$ cat config.mk
export PLATFORM = sky130hd
export DESIGN_NAME = lmsr_ctrl
export DESIGN_NICKNAME = d
export VERILOG_FILES = /design/src/hw/rtl/lmsr_pkg.sv /design/src/hw/rtl/lmsr_ctrl.sv
export SDC_FILE = /design/constraint.sdc
export NUM_CORES = 1
export LEC_CHECK = 0
export ABC_AREA = 1
export BUFFER_PORTS_ARGS = -buffer_cell sky130_fd_sc_hd__buf_2
export CAP_MARGIN = 20
export CORE_AREA = 2 2 39 41
export CTS_CLUSTER_SIZE = 10
export DETAILED_ROUTE_END_ITERATION = 8
export DIE_AREA = 0 0 41 43
export PLACE_DENSITY = 0.78
export SLEW_MARGIN = 20
export SYNTH_ARGS = -nofsm -noshare
export SYNTH_HDL_FRONTEND = slang
export SYNTH_SLANG_ARGS = --single-unit
$ cat constraint.sdc
create_clock -name aclk -period 2.95 [get_ports aclk]
set_input_delay 0.7375 -clock aclk [delete_from_list [all_inputs] [get_ports aclk]]
set_output_delay 0.7375 -clock aclk [all_outputs]
set_load 0.05 [all_outputs]
$ cat src/hw/rtl/lmsr_pkg.sv
// shared types, constants and command/status structs for the recognizer
package lmsr_pkg;

    localparam int STATE_COUNT  = 1024;
    localparam int CELL_COUNT   = 4096;
    localparam int OPCODE_COUNT = 128;
    localparam int MAX_SEQ_LEN  = 8;
    localparam int MAX_RESULTS  = 8;
    localparam int STACK_DEPTH  = 1 + MAX_RESULTS * MAX_SEQ_LEN;
    localparam int SP_W         = $clog2(STACK_DEPTH + 1);
    localparam int RES_W        = $clog2(MAX_RESULTS + 1);

    // request function codes
    typedef enum logic [1:0] {
        FUNC_FEED  = 2'd0,
        FUNC_END   = 2'd1,
        FUNC_STATE = 2'd2,
        FUNC_CELL  = 2'd3
    } func_t;

    // register addresses
    localparam logic [0:0] REG_START_STATE = 1'b0;

    typedef enum logic [3:0] {
        ST_IDLE,
        ST_WRITE,
        ST_END_RD,
        ST_END_CHK,
        ST_POP,
        ST_RD_CUR,
        ST_RD_CELL,
        ST_DECIDE,
        ST_RD_RB,
        ST_WALK_RD,
        ST_WALK_PUSH,
        ST_EMIT,
        ST_DONE
    } ctrl_state_t;

    // controller to datapath commands
    typedef struct packed {
        logic latch_in;
        logic write_state;
        logic write_cell;
        logic rd_cur;        // read entry of current state
        logic rd_rb;         // read entry of rollback state
        logic rd_walk;       // read entry of walk pointer
        logic rd_cell;       // read cell at base + op
        logic stack_clear;
        logic push_in_op;    // push input opcode
        logic push_op;       // push current op
        logic push_walk;     // push walk opcode
        logic pop;           // pop op into op register
        logic set_next;      // current <= cell target
        logic set_start;     // current <= start
        logic calc_k;        // compute rollback count, load walk pointer
        logic dec_k;
        logic emit_cur;      // queue result: current state
        logic emit_rb;       // queue result: rollback state
        logic res_clear;
    } dp_cmd_t;

    // datapath to controller status
    typedef struct packed {
        func_t func;
        logic  op_valid;
        logic  edge_hit;
        logic  at_start;
        logic  cur_term;
        logic  stack_empty;
        logic  k_zero;
        logic  res_full;
        logic  out_busy;
    } dp_stat_t;

endpackage

$ cat src/hw/rtl/lmsr_ctrl.sv
// controller state machine for the recognizer
module lmsr_ctrl (
    input  logic               aclk,
    input  logic               aresetn,
    input  logic               s_valid,
    output logic               s_ready,
    input  lmsr_pkg::dp_stat_t stat,
    output lmsr_pkg::dp_cmd_t  cmd,
    output logic               run_done
);

    lmsr_pkg::ctrl_state_t state_reg, state_next;

    // state register
    always_ff @(posedge aclk) begin
        if (!aresetn) begin
            state_reg <= lmsr_pkg::ST_IDLE;
        end else begin
            state_reg <= state_next;
        end
    end

    // next state and commands
    always_comb begin
        state_next = state_reg;
        cmd        = '0;
        s_ready    = 1'b0;
        run_done   = 1'b0;
        case (state_reg)
            lmsr_pkg::ST_IDLE: begin
                s_ready = !stat.out_busy;
                if (s_valid && !stat.out_busy) begin
                    cmd.latch_in  = 1'b1;
                    cmd.res_clear = 1'b1;
                    state_next    = lmsr_pkg::ST_WRITE;
                end
            end
            lmsr_pkg::ST_WRITE: begin
                case (stat.func)
                    lmsr_pkg::FUNC_STATE: begin
                        cmd.write_state = 1'b1;
                        state_next      = lmsr_pkg::ST_IDLE;
                    end
                    lmsr_pkg::FUNC_CELL: begin
                        cmd.write_cell = 1'b1;
                        state_next     = lmsr_pkg::ST_IDLE;
                    end
                    lmsr_pkg::FUNC_END: begin
                        cmd.rd_cur = 1'b1;
                        state_next = lmsr_pkg::ST_END_RD;
                    end
                    default: begin
                        if (stat.op_valid) begin
                            cmd.stack_clear = 1'b1;
                            cmd.push_in_op  = 1'b1;
                            state_next      = lmsr_pkg::ST_POP;
                        end else begin
                            state_next = lmsr_pkg::ST_IDLE;
                        end
                    end
                endcase
            end
            lmsr_pkg::ST_END_RD: begin
                state_next = lmsr_pkg::ST_END_CHK;
            end
            lmsr_pkg::ST_END_CHK: begin
                if (stat.cur_term) begin
                    cmd.emit_cur = 1'b1;
                end
                cmd.set_start = 1'b1;
                state_next    = lmsr_pkg::ST_EMIT;
            end
            lmsr_pkg::ST_POP: begin
                if (stat.stack_empty) begin
                    state_next = lmsr_pkg::ST_EMIT;
                end else begin
                    cmd.pop    = 1'b1;
                    state_next = lmsr_pkg::ST_RD_CUR;
                end
            end
            lmsr_pkg::ST_RD_CUR: begin
                cmd.rd_cur = 1'b1;
                state_next = lmsr_pkg::ST_RD_CELL;
            end
            lmsr_pkg::ST_RD_CELL: begin
                cmd.rd_cell = 1'b1;
                state_next  = lmsr_pkg::ST_DECIDE;
            end
            lmsr_pkg::ST_DECIDE: begin
                if (stat.edge_hit) begin
                    cmd.set_next = 1'b1;
                    state_next   = lmsr_pkg::ST_POP;
                end else if (stat.at_start) begin
                    state_next = lmsr_pkg::ST_POP;
                end else if (stat.res_full) begin
                    cmd.stack_clear = 1'b1;
                    cmd.set_start   = 1'b1;
                    state_next      = lmsr_pkg::ST_EMIT;
                end else if (stat.cur_term) begin
                    cmd.emit_cur  = 1'b1;
                    cmd.set_start = 1'b1;
                    state_next    = lmsr_pkg::ST_RD_CUR;
                end else begin
                    cmd.emit_rb = 1'b1;
                    cmd.rd_rb   = 1'b1;
                    cmd.push_op = 1'b1;
                    state_next  = lmsr_pkg::ST_RD_RB;
                end
            end
            lmsr_pkg::ST_RD_RB: begin
                cmd.calc_k = 1'b1;
                state_next = lmsr_pkg::ST_WALK_RD;
            end
            lmsr_pkg::ST_WALK_RD: begin
                if (stat.k_zero) begin
                    cmd.set_start = 1'b1;
                    state_next    = lmsr_pkg::ST_POP;
                end else begin
                    cmd.rd_walk = 1'b1;
                    state_next  = lmsr_pkg::ST_WALK_PUSH;
                end
            end
            lmsr_pkg::ST_WALK_PUSH: begin
                cmd.push_walk = 1'b1;
                cmd.dec_k     = 1'b1;
                state_next    = lmsr_pkg::ST_WALK_RD;
            end
            lmsr_pkg::ST_EMIT: begin
                run_done   = 1'b1;
                state_next = lmsr_pkg::ST_DONE;
            end
            lmsr_pkg::ST_DONE: begin
                state_next = lmsr_pkg::ST_IDLE;
            end
            default: begin
                state_next = lmsr_pkg::ST_IDLE;
            end
        endcase
    end

    // a computed rollback count is always followed by the walk
    a_walk_after_rb: assert property (@(posedge aclk) disable iff (!aresetn)
        (state_reg == lmsr_pkg::ST_RD_RB) |=> (state_reg == lmsr_pkg::ST_WALK_RD))
        else $error("rollback read not followed by walk");
    // no request taken while results drain
    a_no_accept_busy: assert property (@(posedge aclk) disable iff (!aresetn)
        stat.out_busy |-> !s_ready)
        else $error("request accepted while results pending");
    // a push and a pop never coincide
    a_push_pop: assert property (@(posedge aclk) disable iff (!aresetn)
        !(cmd.pop && (cmd.push_op || cmd.push_walk || cmd.push_in_op)))
        else $error("push and pop in one cycle");

endmodule

==> summary.md, run 1 <==
| Metric | Value |
|---|---|
| Min Tclk post-route | between 2 and 2.5 ns |
| Clk_skew | about 0.0027 ns |
| Number of flops mapped to enable cells by yosys | 0 |
| Number of fillers in the final layout | 156 |
| Largest net degree at the start of global routing | 8 |
| Clock buffer depth | 2 |
| Fin crit share | 83.1% |
| Pleak | 0.515 nW |
| Residual DRC | 0 |
| N_diodes | 0 |
| Count leader, synth | nand2_1 |
| Net count after synthesis | 120 |
| Total negative slack | 0 ns |
| Hold path start | state_reg[2]$_SDFFE_PN0P_ |
| Area of the core | approximately 0.0014 mm² |
| CTS buffer count | 3 |
| Detail Route Antenna Nets | 0 |
| Int Pwr | approximately 0.14 mW |
| Wirelength, routed | between 1 and 1.5 mm |
| Fmax | 408 MHz |
| Crit path capture type | output pin |
| CTS tree | built |
| Yosys reg bits | 4 |
| Drt wl/cell | approximately 8.5 µm |
| Yosys Warn Count | 0 |
| Net Switching | around 0.11 mW |
| Net Sw Frac | between 40% and 50% |
| Post-cts resize count | 0 |
| Synth top area share | 18.3% |
| Worst-path clk slew | 0.04 ns |
| Crit start category | primary input |
| Area grow syn2layout | 33.0% |
| Actual slew at the worst max-slew pin | 0.254 ns |
| Worst r2r src | state_reg[3]$_SDFFE_PN0P_ |
| Maximum VDD drop | roughly 0.00022 V |
| Buffers inserted by post-CTS timing repair | 0 |
| Root buffer cell | clkbuf_4 |
| Final setup fails | 0 |
| Die height | approximately 43 µm |
| Dpl cell area | ~710 µm² |
| CTS sink cnt | 4 |
| Total grt overflow | 0 |
| Global-route wire length before repair | 2.19 mm |
| WHS Endpoint | state_reg[3]$_SDFFE_PN0P_ |
| H-tree depth | 1 |
| Post-synth top cells | nand2_1 (27), nor2_1 (20), inv_1 (19) |
| Max-Cap Viols | 0 |
| Area contributors post-synth | nand2_1 (18%), dfxtp_1 (14%), nor2_1 (14%) |
| Final Non-Filler Cells | roughly 160 |
| Vias per cell | between 4 and 5 |
| Cell Pwr Density | 337 mW/mm² |
| Synthesized area per cell | between 5 and 6 µm² |
| Reg2Reg Depth | 9 |
| Sequential power share | between 20% and 30% |
| Clock share of power | a little over a quarter |
| Detailed Routing Iterations Pass 1 | 4 |
| Slew Limit Fails | 0 |
| Later-pin clock latency in the skew report | 0.23 ns |
| Crit path kind | in -> out |
| Power, Total | between 0.2 and 0.25 mW |
| Global-route usage over all layers | 17.4% |
| Setup WS pre-CTS | between 0.4 and 0.5 ns |
| DR iter-0 viols | 10 |
| Final GP Congestion | between 0.8 and 0.9 |
| Hold Crit Class | reg -> reg |
| Initial antenna violation count | 0 |
| Synth unique cells | 18 |
| RSZ-0062 raised after global routing | no |
| Number of global-route vias before repair | 601 |
| Asr flop ratio synth | 0% |
| CP arrival | 1.71 ns |
| Final hold violations | 0 |
| Status | finished clean |
| Worst hold margin | a little over 0.7 ns |
| Synth Cell Area | 554 µm² |
| Share of layout cells above drive strength 1 | 36.0% |
| Max FFs per register | 4 |
| FF-to-FF End | state_reg[2]$_SDFFE_PN0P_ |
| Comb power frac | between 40% and 50% |
| Io pins | 34 |
| Worst hold stages | 3 |
| Nets@finish | about 150 |
| Critical Path RT | between 2 and 2.5 ns |
| Port bufs | 33 |
| R2R Setup Slk | ~1.8 ns |
| Final setup margin | about 0.50 ns |
| Std cell rows | 14 |
| Core Util, Final | a little over half |
| Hold_buf cts | 0 |
| Via count | 697 |
| HPWL after DPL | between 1 and 1.5 mm |
| Sequential-to-total area share from yosys stat | between 10% and 20% |
| Post-synth top area cell | nand2_1 |
| Syn Inst Count | 107 |
| Chip width | about 41 µm |
| Final design area excluding fillers | roughly 740 µm² |
| Slew headroom | between 80 and 90% |
| Starting Density | 40.1% |
| DIE AREA | about 0.0018 mm² |
| Main synth FF type | dfxtp_1 |
| Placed insts | around 150 |
| CP max FO | 3 |
-- kinds of logic (layout without fill, tap and decap cells) --
family	count (synthesis)	in the layout	share of synthesized area [%]
buf+inv	30	62	23.0
simple gates	66	66	54.4
compound gates	7	7	8.13
flops	4	4	14.4
-- layout make-up --
cell class,count,area (µm²),area share (%)
Tap cell,16,20.0,2.72
Clock buffer,3,22.5,3.06
Inverter,26,97.6,13.2
Timing Repair Buffer,33,165,22.4
Multi-Input combinational cell,73,352,47.7
Sequential cell,4,80.1,10.9
-- cell usage in the layout, fill, tap and decap left out, types with 2 or more instances in the layout --
master     n
nor2_4     2
o21ai_1    3
inv_1     19
inv_2      5
nor3_1     3
clkinv_1   2
nand3_1    6
dfxtp_1    4
nand3b_1   3
nand2_1   27
nor2_2     3
nor2_1    20
buf_2     33
clkbuf_4   3
-- per-layer routing --
layer / wire, µm / share of wire [%] / GRT usage [%] / up-vias
li1: - / - / - / 382
met1: 571 / 43 / 22.2 / 293
met2: 665 / 50 / 27.8 / 20
met3: 70 / 5.3 / 1.57 / 2
met4: 12 / 0.91 / 8.00 / 0
met5: 0 / 0 / 0 / -
-- how the worst max path moves through the flow --
stage / start / endpoint / slack (ns) / depth (start not counted)
after floorplan: stat[5] / cmd[14] / 0.02 / 6
after global placement: stat[5] / cmd[1] / 0.55 / 7
after detailed placement: stat[5] / cmd[14] / 0.49 / 7
after CTS: stat[5] / cmd[14] / 0.48 / 7
after global routing: stat[5] / cmd[14] / 0.32 / 7
final: stat[5] / cmd[14] / 0.50 / 7
-- power by group through the flow --
stage / combinational [mW] / sequential [mW] / clock, mW
2_1_floorplan: 0.0903 / 0.0657 / 0
3_3_place_gp: 0.115 / 0.0671 / 0
3_5_place_dp: 0.117 / 0.0670 / 0
4_1_cts: 0.117 / 0.0662 / 0.0687
5_1_grt: 0.129 / 0.0677 / 0.0748
6_report: 0.116 / 0.0664 / 0.0656
-- worst max-delay path: stages --
cell and delay [ns]:
buf_2 0.09, nor2_1 0.16, inv_1 0.09, nor2_4 0.12, nand2_1 0.08, nor2_1 0.14, buf_2 0.29
(Power assumes the default switching activity.)
==> run 2: changes to the inputs <==
Settings changed: ABC_AREA 1 to 0, CORE_AREA 2 2 39 41 to unset, CORE_UTILIZATION set to 36, DIE_AREA 0 0 41 43 to unset, PLACE_DENSITY 0.78 to 0.73.
Clock period 2.95 ns to 2.1 ns, I/O delays scaled along.
==> summary.md, run 2 <==
| Metric | Value |
|---|---|
| Status | complete, but fails checks |
| Failing checks | setup timing |
| Most frequent cells in the layout | buf_2 (22), buf_4 (15), nor2_1 (10), buf_6 (10), nand2_1 (7) |
| Final GP Congestion | 0.824 |
| Synth unique cells | 26 |
| CTS sink cnt | 4 |
| Setup WS pre-CTS | -0.0679 ns |
| Slew headroom | 74.8% |
| R2R Setup Slk | between 0.5 and 0.6 ns |
| Vias per cell | about 5.7 |
| Pleak | ~0.43 nW |
| Hold Crit Class | in -> reg |
| Number of fillers in the final layout | between 100 and 150 |
| Final hold violations | 0 |
| Crit path to | cmd[1] |
| Root buffer cell | clkbuf_4 |
| Final setup fails | 4 |
| Worst-path clk slew | about 0.040 ns |
| Number of flops mapped to enable cells by yosys | 0 |
| Yosys Warn Count | 0 |
| Crit path kind | in -> out |
| Maximum VDD drop | between 0.0002 and 0.0003 V |
| Area of the core | roughly 0.0013 mm² |
| Clock buffer depth | 2 |
| Residual DRC | 0 |
| CP Depth | 4 |
| Max FFs per register | 4 |
| Net count after synthesis | 94 |
| N_diodes | 0 |
| Post-synth top cells | nor2_1 (11), nand2_1 (7), a21oi_1 (6), nor3_1 (6) |
| Detailed Routing Iterations Pass 1 | 4 |
| Asr flop ratio synth | 0% |
| Total grt overflow | 0 |
| Reg2Reg Depth | 5 |
| Max stage delay on crit path | approximately 0.57 ns |
| Slew Limit Fails | 0 |
| Port bufs | 33 |
| Area contributors post-synth | dfxtp_1 (15%), nor2_1 (7.9%), nand3b_1 (7.2%) |
| Area grow syn2layout | 78.4% |
| Delay-heaviest family, CP | simple AND/OR/NAND/NOR gates |
| Count leader, synth | nor2_1 |
| Syn Inst Count | just over 80 |
| Actual slew at the worst max-slew pin | roughly 0.38 ns |
| Main synth FF type | dfxtp_1 |
| Io pins | 34 |
| Global-route wire length before repair | 2.31 mm |
| HPWL after DPL | ~1.2 mm |
| Chip width | around 40 µm |
| FF-to-FF End | state_reg[2]$_SDFFE_PN0P_ |
| Worst hold stages | 3 |
| Worst path buffer plus inverter count | 2 |
| Via count | a little under 800 |
| Later-pin clock latency in the skew report | around 0.23 ns |
| Drt wl/cell | ~13 µm |
| Worst hold margin | approximately 0.67 ns |
| Fin crit share | 102% |
| Final setup margin | -0.0521 ns |
| Die height | 40.1 µm |
| Worst setup startpoint | stat[5] |
| DIE AREA | between 0.0015 and 0.002 mm² |
| Detail Route Antenna Nets | 0 |
| Sequential-to-total area share from yosys stat | between 15 and 20% |
| CTS buffer count | 3 |
| Crit path capture type | output pin |
| CTS tree | built |
| DR iter-0 viols | 45 |
| Min Tclk post-route | roughly 2.2 ns |
| Max-Cap Viols | 0 |
| Worst r2r src | state_reg[2]$_SDFFE_PN0P_ |
| Share of layout cells above drive strength 1 | 55.7% |
| Number of global-route vias before repair | ~580 |
| H-tree depth | 1 |
| Cells along the critical path | buf_6 -> or4_4 -> nor3_4 -> buf_6 |
| Post-synth top area cell | dfxtp_1 |
| Global-route usage over all layers | between 20% and 30% |
| Critical Path RT | ~1.6 ns |
| Clk_skew | around 0.0045 ns |
| RSZ-0062 raised after global routing | yes |
| Std cell rows | 13 |
| Yosys reg bits | 4 |
| Fmax | 465 MHz |
| Wirelength, routed | about 1.8 mm |
| Core Util, Final | 70.7% |
| Initial antenna violation count | 0 |
| Crit start category | primary input |
| Cell Pwr Density | about 300 mW/mm² |
| Synthesized area per cell | 6.44 µm² |
| CP max FO | 3 |
| Critical path's most frequent cell | buf_6 |
| Nets@finish | around 140 |
| Largest net degree at the start of global routing | 15 |
| Starting Density | 39.6% |
| Commonest non-fill, non-tap cell in the layout | buf_2 |
| Synth Cell Area | about 520 µm² |
| Slowest-stage cell, CP | or4_4 |
| Synth top area share | between 10% and 20% |
| CP arrival | between 1.5 and 2 ns |
==> run 2: cell count changes in the layout (fill, tap and decap cells not counted), sizes merged, moves of 3 or more <==
cell / delta
nor2: -13
nand2b: +5
inv: -21
a211oi: +3
nand2: -20
a21oi: +5
buf: +14
nand3: -6
nor4: +3
==> run 2: layer usage <==
| metal | global-route usage, % | routed length, µm | part of all wire, % |
|---|---|---|---|
| met1 | 24.1 | 681 | 37 |
| met2 | 37.9 | 940 | 51 |
| met3 | 5.56 | 149 | 8.1 |
| met4 | 7.76 | 57 | 3.1 |
| met5 | 0 | 0 | 0 |
==> run 2: report_power, final <==
group          switching (mW)  internal [mW]
registers             0.00188         0.0788
logic                  0.0641         0.0402
clock network          0.0294         0.0638
==> run 2: layout make-up <==
| class | instances | area [µm²] | share of cell area, % |
|---|---|---|---|
| Inverter | 3 | 11.3 | 1.21 |
| Tap cell | 15 | 18.8 | 2.02 |
| Multi-Input combinational cell | 65 | 460 | 49.5 |
| Sequential cell | 4 | 82.6 | 8.87 |
| Timing Repair Buffer | 47 | 335 | 36.0 |
| Clock buffer | 3 | 22.5 | 2.42 |
==> run 2: repair_timing <==
item | 4_1_cts | 5_1_grt
pin swaps | 0 | 3
hold buffers | 0 | 0
buffers inserted | 0 | 4
resized for setup | 17 | 14
setup endpoints to repair | 10 | 10
==> run 2: worst min path at each step <==
stage	to	startpoint	slack, ns
5_1_grt	state_reg[1]$_SDFFE_PN0P_	stat[8]	0.68
3_5_place_dp	state_reg[0]$_SDFFE_PN0P_	state_reg[1]$_SDFFE_PN0P_	0.73
3_3_place_gp	state_reg[3]$_SDFFE_PN0P_	state_reg[1]$_SDFFE_PN0P_	0.72
6_report	state_reg[2]$_SDFFE_PN0P_	aresetn	0.67
4_1_cts	state_reg[2]$_SDFFE_PN0P_	stat[7]	0.64
2_1_floorplan	state_reg[1]$_SDFFE_PN0P_	state_reg[1]$_SDFFE_PN0P_	0.67
==> run 2: worst reg2reg max path, stage by stage, from the launching register on <==
cell	delay, ns
dfxtp_1	0.37
buf_4	0.22
nand2b_2	0.26
nor2_1	0.08
a211oi_1	0.35
a21oi_1	0.11
==> run 2: kinds of logic after synthesis <==
kind of cell	Yosys count	share of synthesized area [%]
compound gates	19	22.5
buf+inv	12	12.7
flops	4	15.3
simple gates	46	49.4
==> run 2: through the flow <==
stage / TNS [ns] / power (mW) / instances / area, µm²
floorplan: -0.580 / 0.134 / 81 / 552
finish: -0.174 / 0.278 / 137 / 931
detailed placement: -0.270 / 0.170 / 130 / 756
global placement: -0.216 / 0.168 / 130 / 756
global route: -0.287 / 0.291 / 137 / 931
CTS: -0.0705 / 0.271 / 133 / 828
==> run 3: changes to the inputs <==
Settings changed: CORE_UTILIZATION 36 to 30, PLACE_DENSITY 0.73 to unset, TNS_END_PERCENT set to 5.
==> summary.md, run 3 (synthesis results as in run 2) <==
| Metric | Value |
|---|---|
| Status | complete, but fails checks |
| Critical Path RT | around 1.6 ns |
| Area grow syn2layout | 55.6% |
| CTS sink cnt | 4 |
| Share of layout cells above drive strength 1 | slightly below 50% |
| Initial antenna violation count | 0 |
| Nets@finish | between 100 and 150 |
| Hold Crit Class | in -> reg |
| DIE AREA | around 0.0019 mm² |
| Drt wl/cell | around 11 µm |
| Actual slew at the worst max-slew pin | ~0.38 ns |
| Worst-path clk slew | about 0.040 ns |
| Failing checks | DRC |
| Starting Density | between 30% and 40% |
| Clk_skew | around 0.0041 ns |
| Detail Route Antenna Nets | 0 |
| Crit path capture type | output pin |
| Clock buffer depth | 2 |
| Min Tclk post-route | 2.10 ns |
| CTS tree | built |
| Fmax | roughly 480 MHz |
| Power, Total | between 0.2 and 0.3 mW |
| Cell Pwr Density | 324 mW/mm² |
| Later-pin clock latency in the skew report | 0.23 ns |
| Commonest non-fill, non-tap cell in the layout | buf_2 |
| FF-to-FF End | state_reg[3]$_SDFFE_PN0P_ |
| Total grt overflow | 0 |
| Area of the core | approximately 0.0016 mm² |
| Fin crit share | between 90 and 100% |
| Crit path to | cmd[14] |
| Net Sw Frac | roughly 34% |
| Sequential power share | about 30% |
| CP max FO | 3 |
| Setup WS pre-CTS | -0.0610 ns |
| Io pins | 34 |
| Worst setup startpoint | stat[5] |
| R2R Setup Slk | roughly 0.6 ns |
| Final setup fails | 0 |
| Int Pwr | 0.173 mW |
| Max-Cap Viols | 0 |
| Port bufs | 33 |
| Dpl cell area | around 740 µm² |
| Most frequent cells in the layout | buf_2 (26), buf_4 (16), nor2_1 (11), nand2_1 (7), a21oi_1 (6) |
| Final setup margin | slightly below 0.002 ns |
| Core Util, Final | a little over half |
| HPWL after DPL | approximately 1.2 mm |
| Slew Limit Fails | 0 |
| Max FFs per register | 4 |
| CP arrival | ~1.6 ns |
| Final hold violations | 0 |
| Global-route usage over all layers | between 10% and 20% |
| Die height | 43.7 µm |
| Chip width | roughly 44 µm |
| Wirelength, routed | 1.54 mm |
| N_diodes | 0 |
| Total negative slack | 0 ns |
| Worst hold stages | 3 |
| Maximum VDD drop | 0.000293 V |
| Net Switching | ~0.090 mW |
| Slew headroom | between 70% and 80% |
| RSZ-0062 raised after global routing | yes |
| Vias per cell | between 5 and 6 |
| Final GP Congestion | approximately 0.81 |
| Global-route wire length before repair | about 2.4 mm |
| Std cell rows | 14 |
| CTS buffer count | 3 |
| Pleak | 0.403 nW |
| Hold_buf cts | 0 |
| Crit path kind | in -> out |
| Largest net degree at the start of global routing | 15 |
| Root buffer cell | clkbuf_4 |
| Clock share of power | 35.8% |
| Residual DRC | 3 |
| Final design area excluding fillers | around 810 µm² |
| Via count | 713 |
| Crit start category | primary input |
| Number of global-route vias before repair | 568 |
| Reg2Reg Depth | 5 |
| DR iter-0 viols | 25 |
| H-tree depth | 1 |
| Detailed Routing Iterations Pass 1 | 6 |
| Worst r2r src | state_reg[2]$_SDFFE_PN0P_ |
| Comb power frac | between 30% and 40% |
==> run 3: cell types whose count changed in the layout (fill, tap and decap cells not counted), sizes merged <==
cell / change
buf: -4
==> run 3: cell type report <==
type	count	area (µm²)
fillers	164	747
multi-input cells	65	412
repair buffers	43	262
flip-flops and latches	4	85.1
clock buffers	3	22.5
well taps	16	20.0
inverters	3	11.3
==> run 3: worst min path at each step <==
stage | from | slack [ns] | end
global placement | state_reg[1]$_SDFFE_PN0P_ | 0.74 | state_reg[0]$_SDFFE_PN0P_
CTS | stat[8] | 0.63 | state_reg[1]$_SDFFE_PN0P_
global route | stat[7] | 0.66 | state_reg[2]$_SDFFE_PN0P_
detailed placement | state_reg[1]$_SDFFE_PN0P_ | 0.73 | state_reg[0]$_SDFFE_PN0P_
finish | stat[8] | 0.63 | state_reg[1]$_SDFFE_PN0P_
floorplan | state_reg[1]$_SDFFE_PN0P_ | 0.67 | state_reg[1]$_SDFFE_PN0P_
==> run 3: per-stage QoR <==
step / hold slack [ns] / cells
after floorplan: 0.668 / 81
after global placement: 0.735 / 131
after global routing: 0.657 / 134
final: 0.628 / 134
after CTS: 0.630 / 134
after detailed placement: 0.726 / 131
==> run 3: per-layer routing <==
layer | GRT usage (%) | vias to the layer above | part of all wire [%]
met1 | 23.4 | 322 | 44
met3 | 4.17 | 0 | 6.3
met2 | 25.1 | 28 | 50
li1 | - | 363 | -
met4 | 7.50 | 0 | 0
met5 | 0 | - | 0
==> run 3: power by group through the flow <==
stage / clock network [mW] / registers, mW / logic, mW
after floorplan: 0 / 0.0818 / 0.0514
after global placement: 0 / 0.0812 / 0.0857
after detailed placement: 0 / 0.0810 / 0.0866
after CTS: 0.0977 / 0.0799 / 0.0875
after global routing: 0.105 / 0.0810 / 0.0958
final: 0.0942 / 0.0806 / 0.0884
==> run 3: repair_timing <==
action | CTS | global route
setup buffers | 0 | 0
endpoints found under the setup margin | 7 | 8
resized for setup | 8 | 7
pin swaps | 0 | 0
==> run 3: worst max-delay path, stage by stage <==
cell    delay, ns
buf_2        0.10
or4_4        0.56
nor3_4       0.16
buf_4        0.23
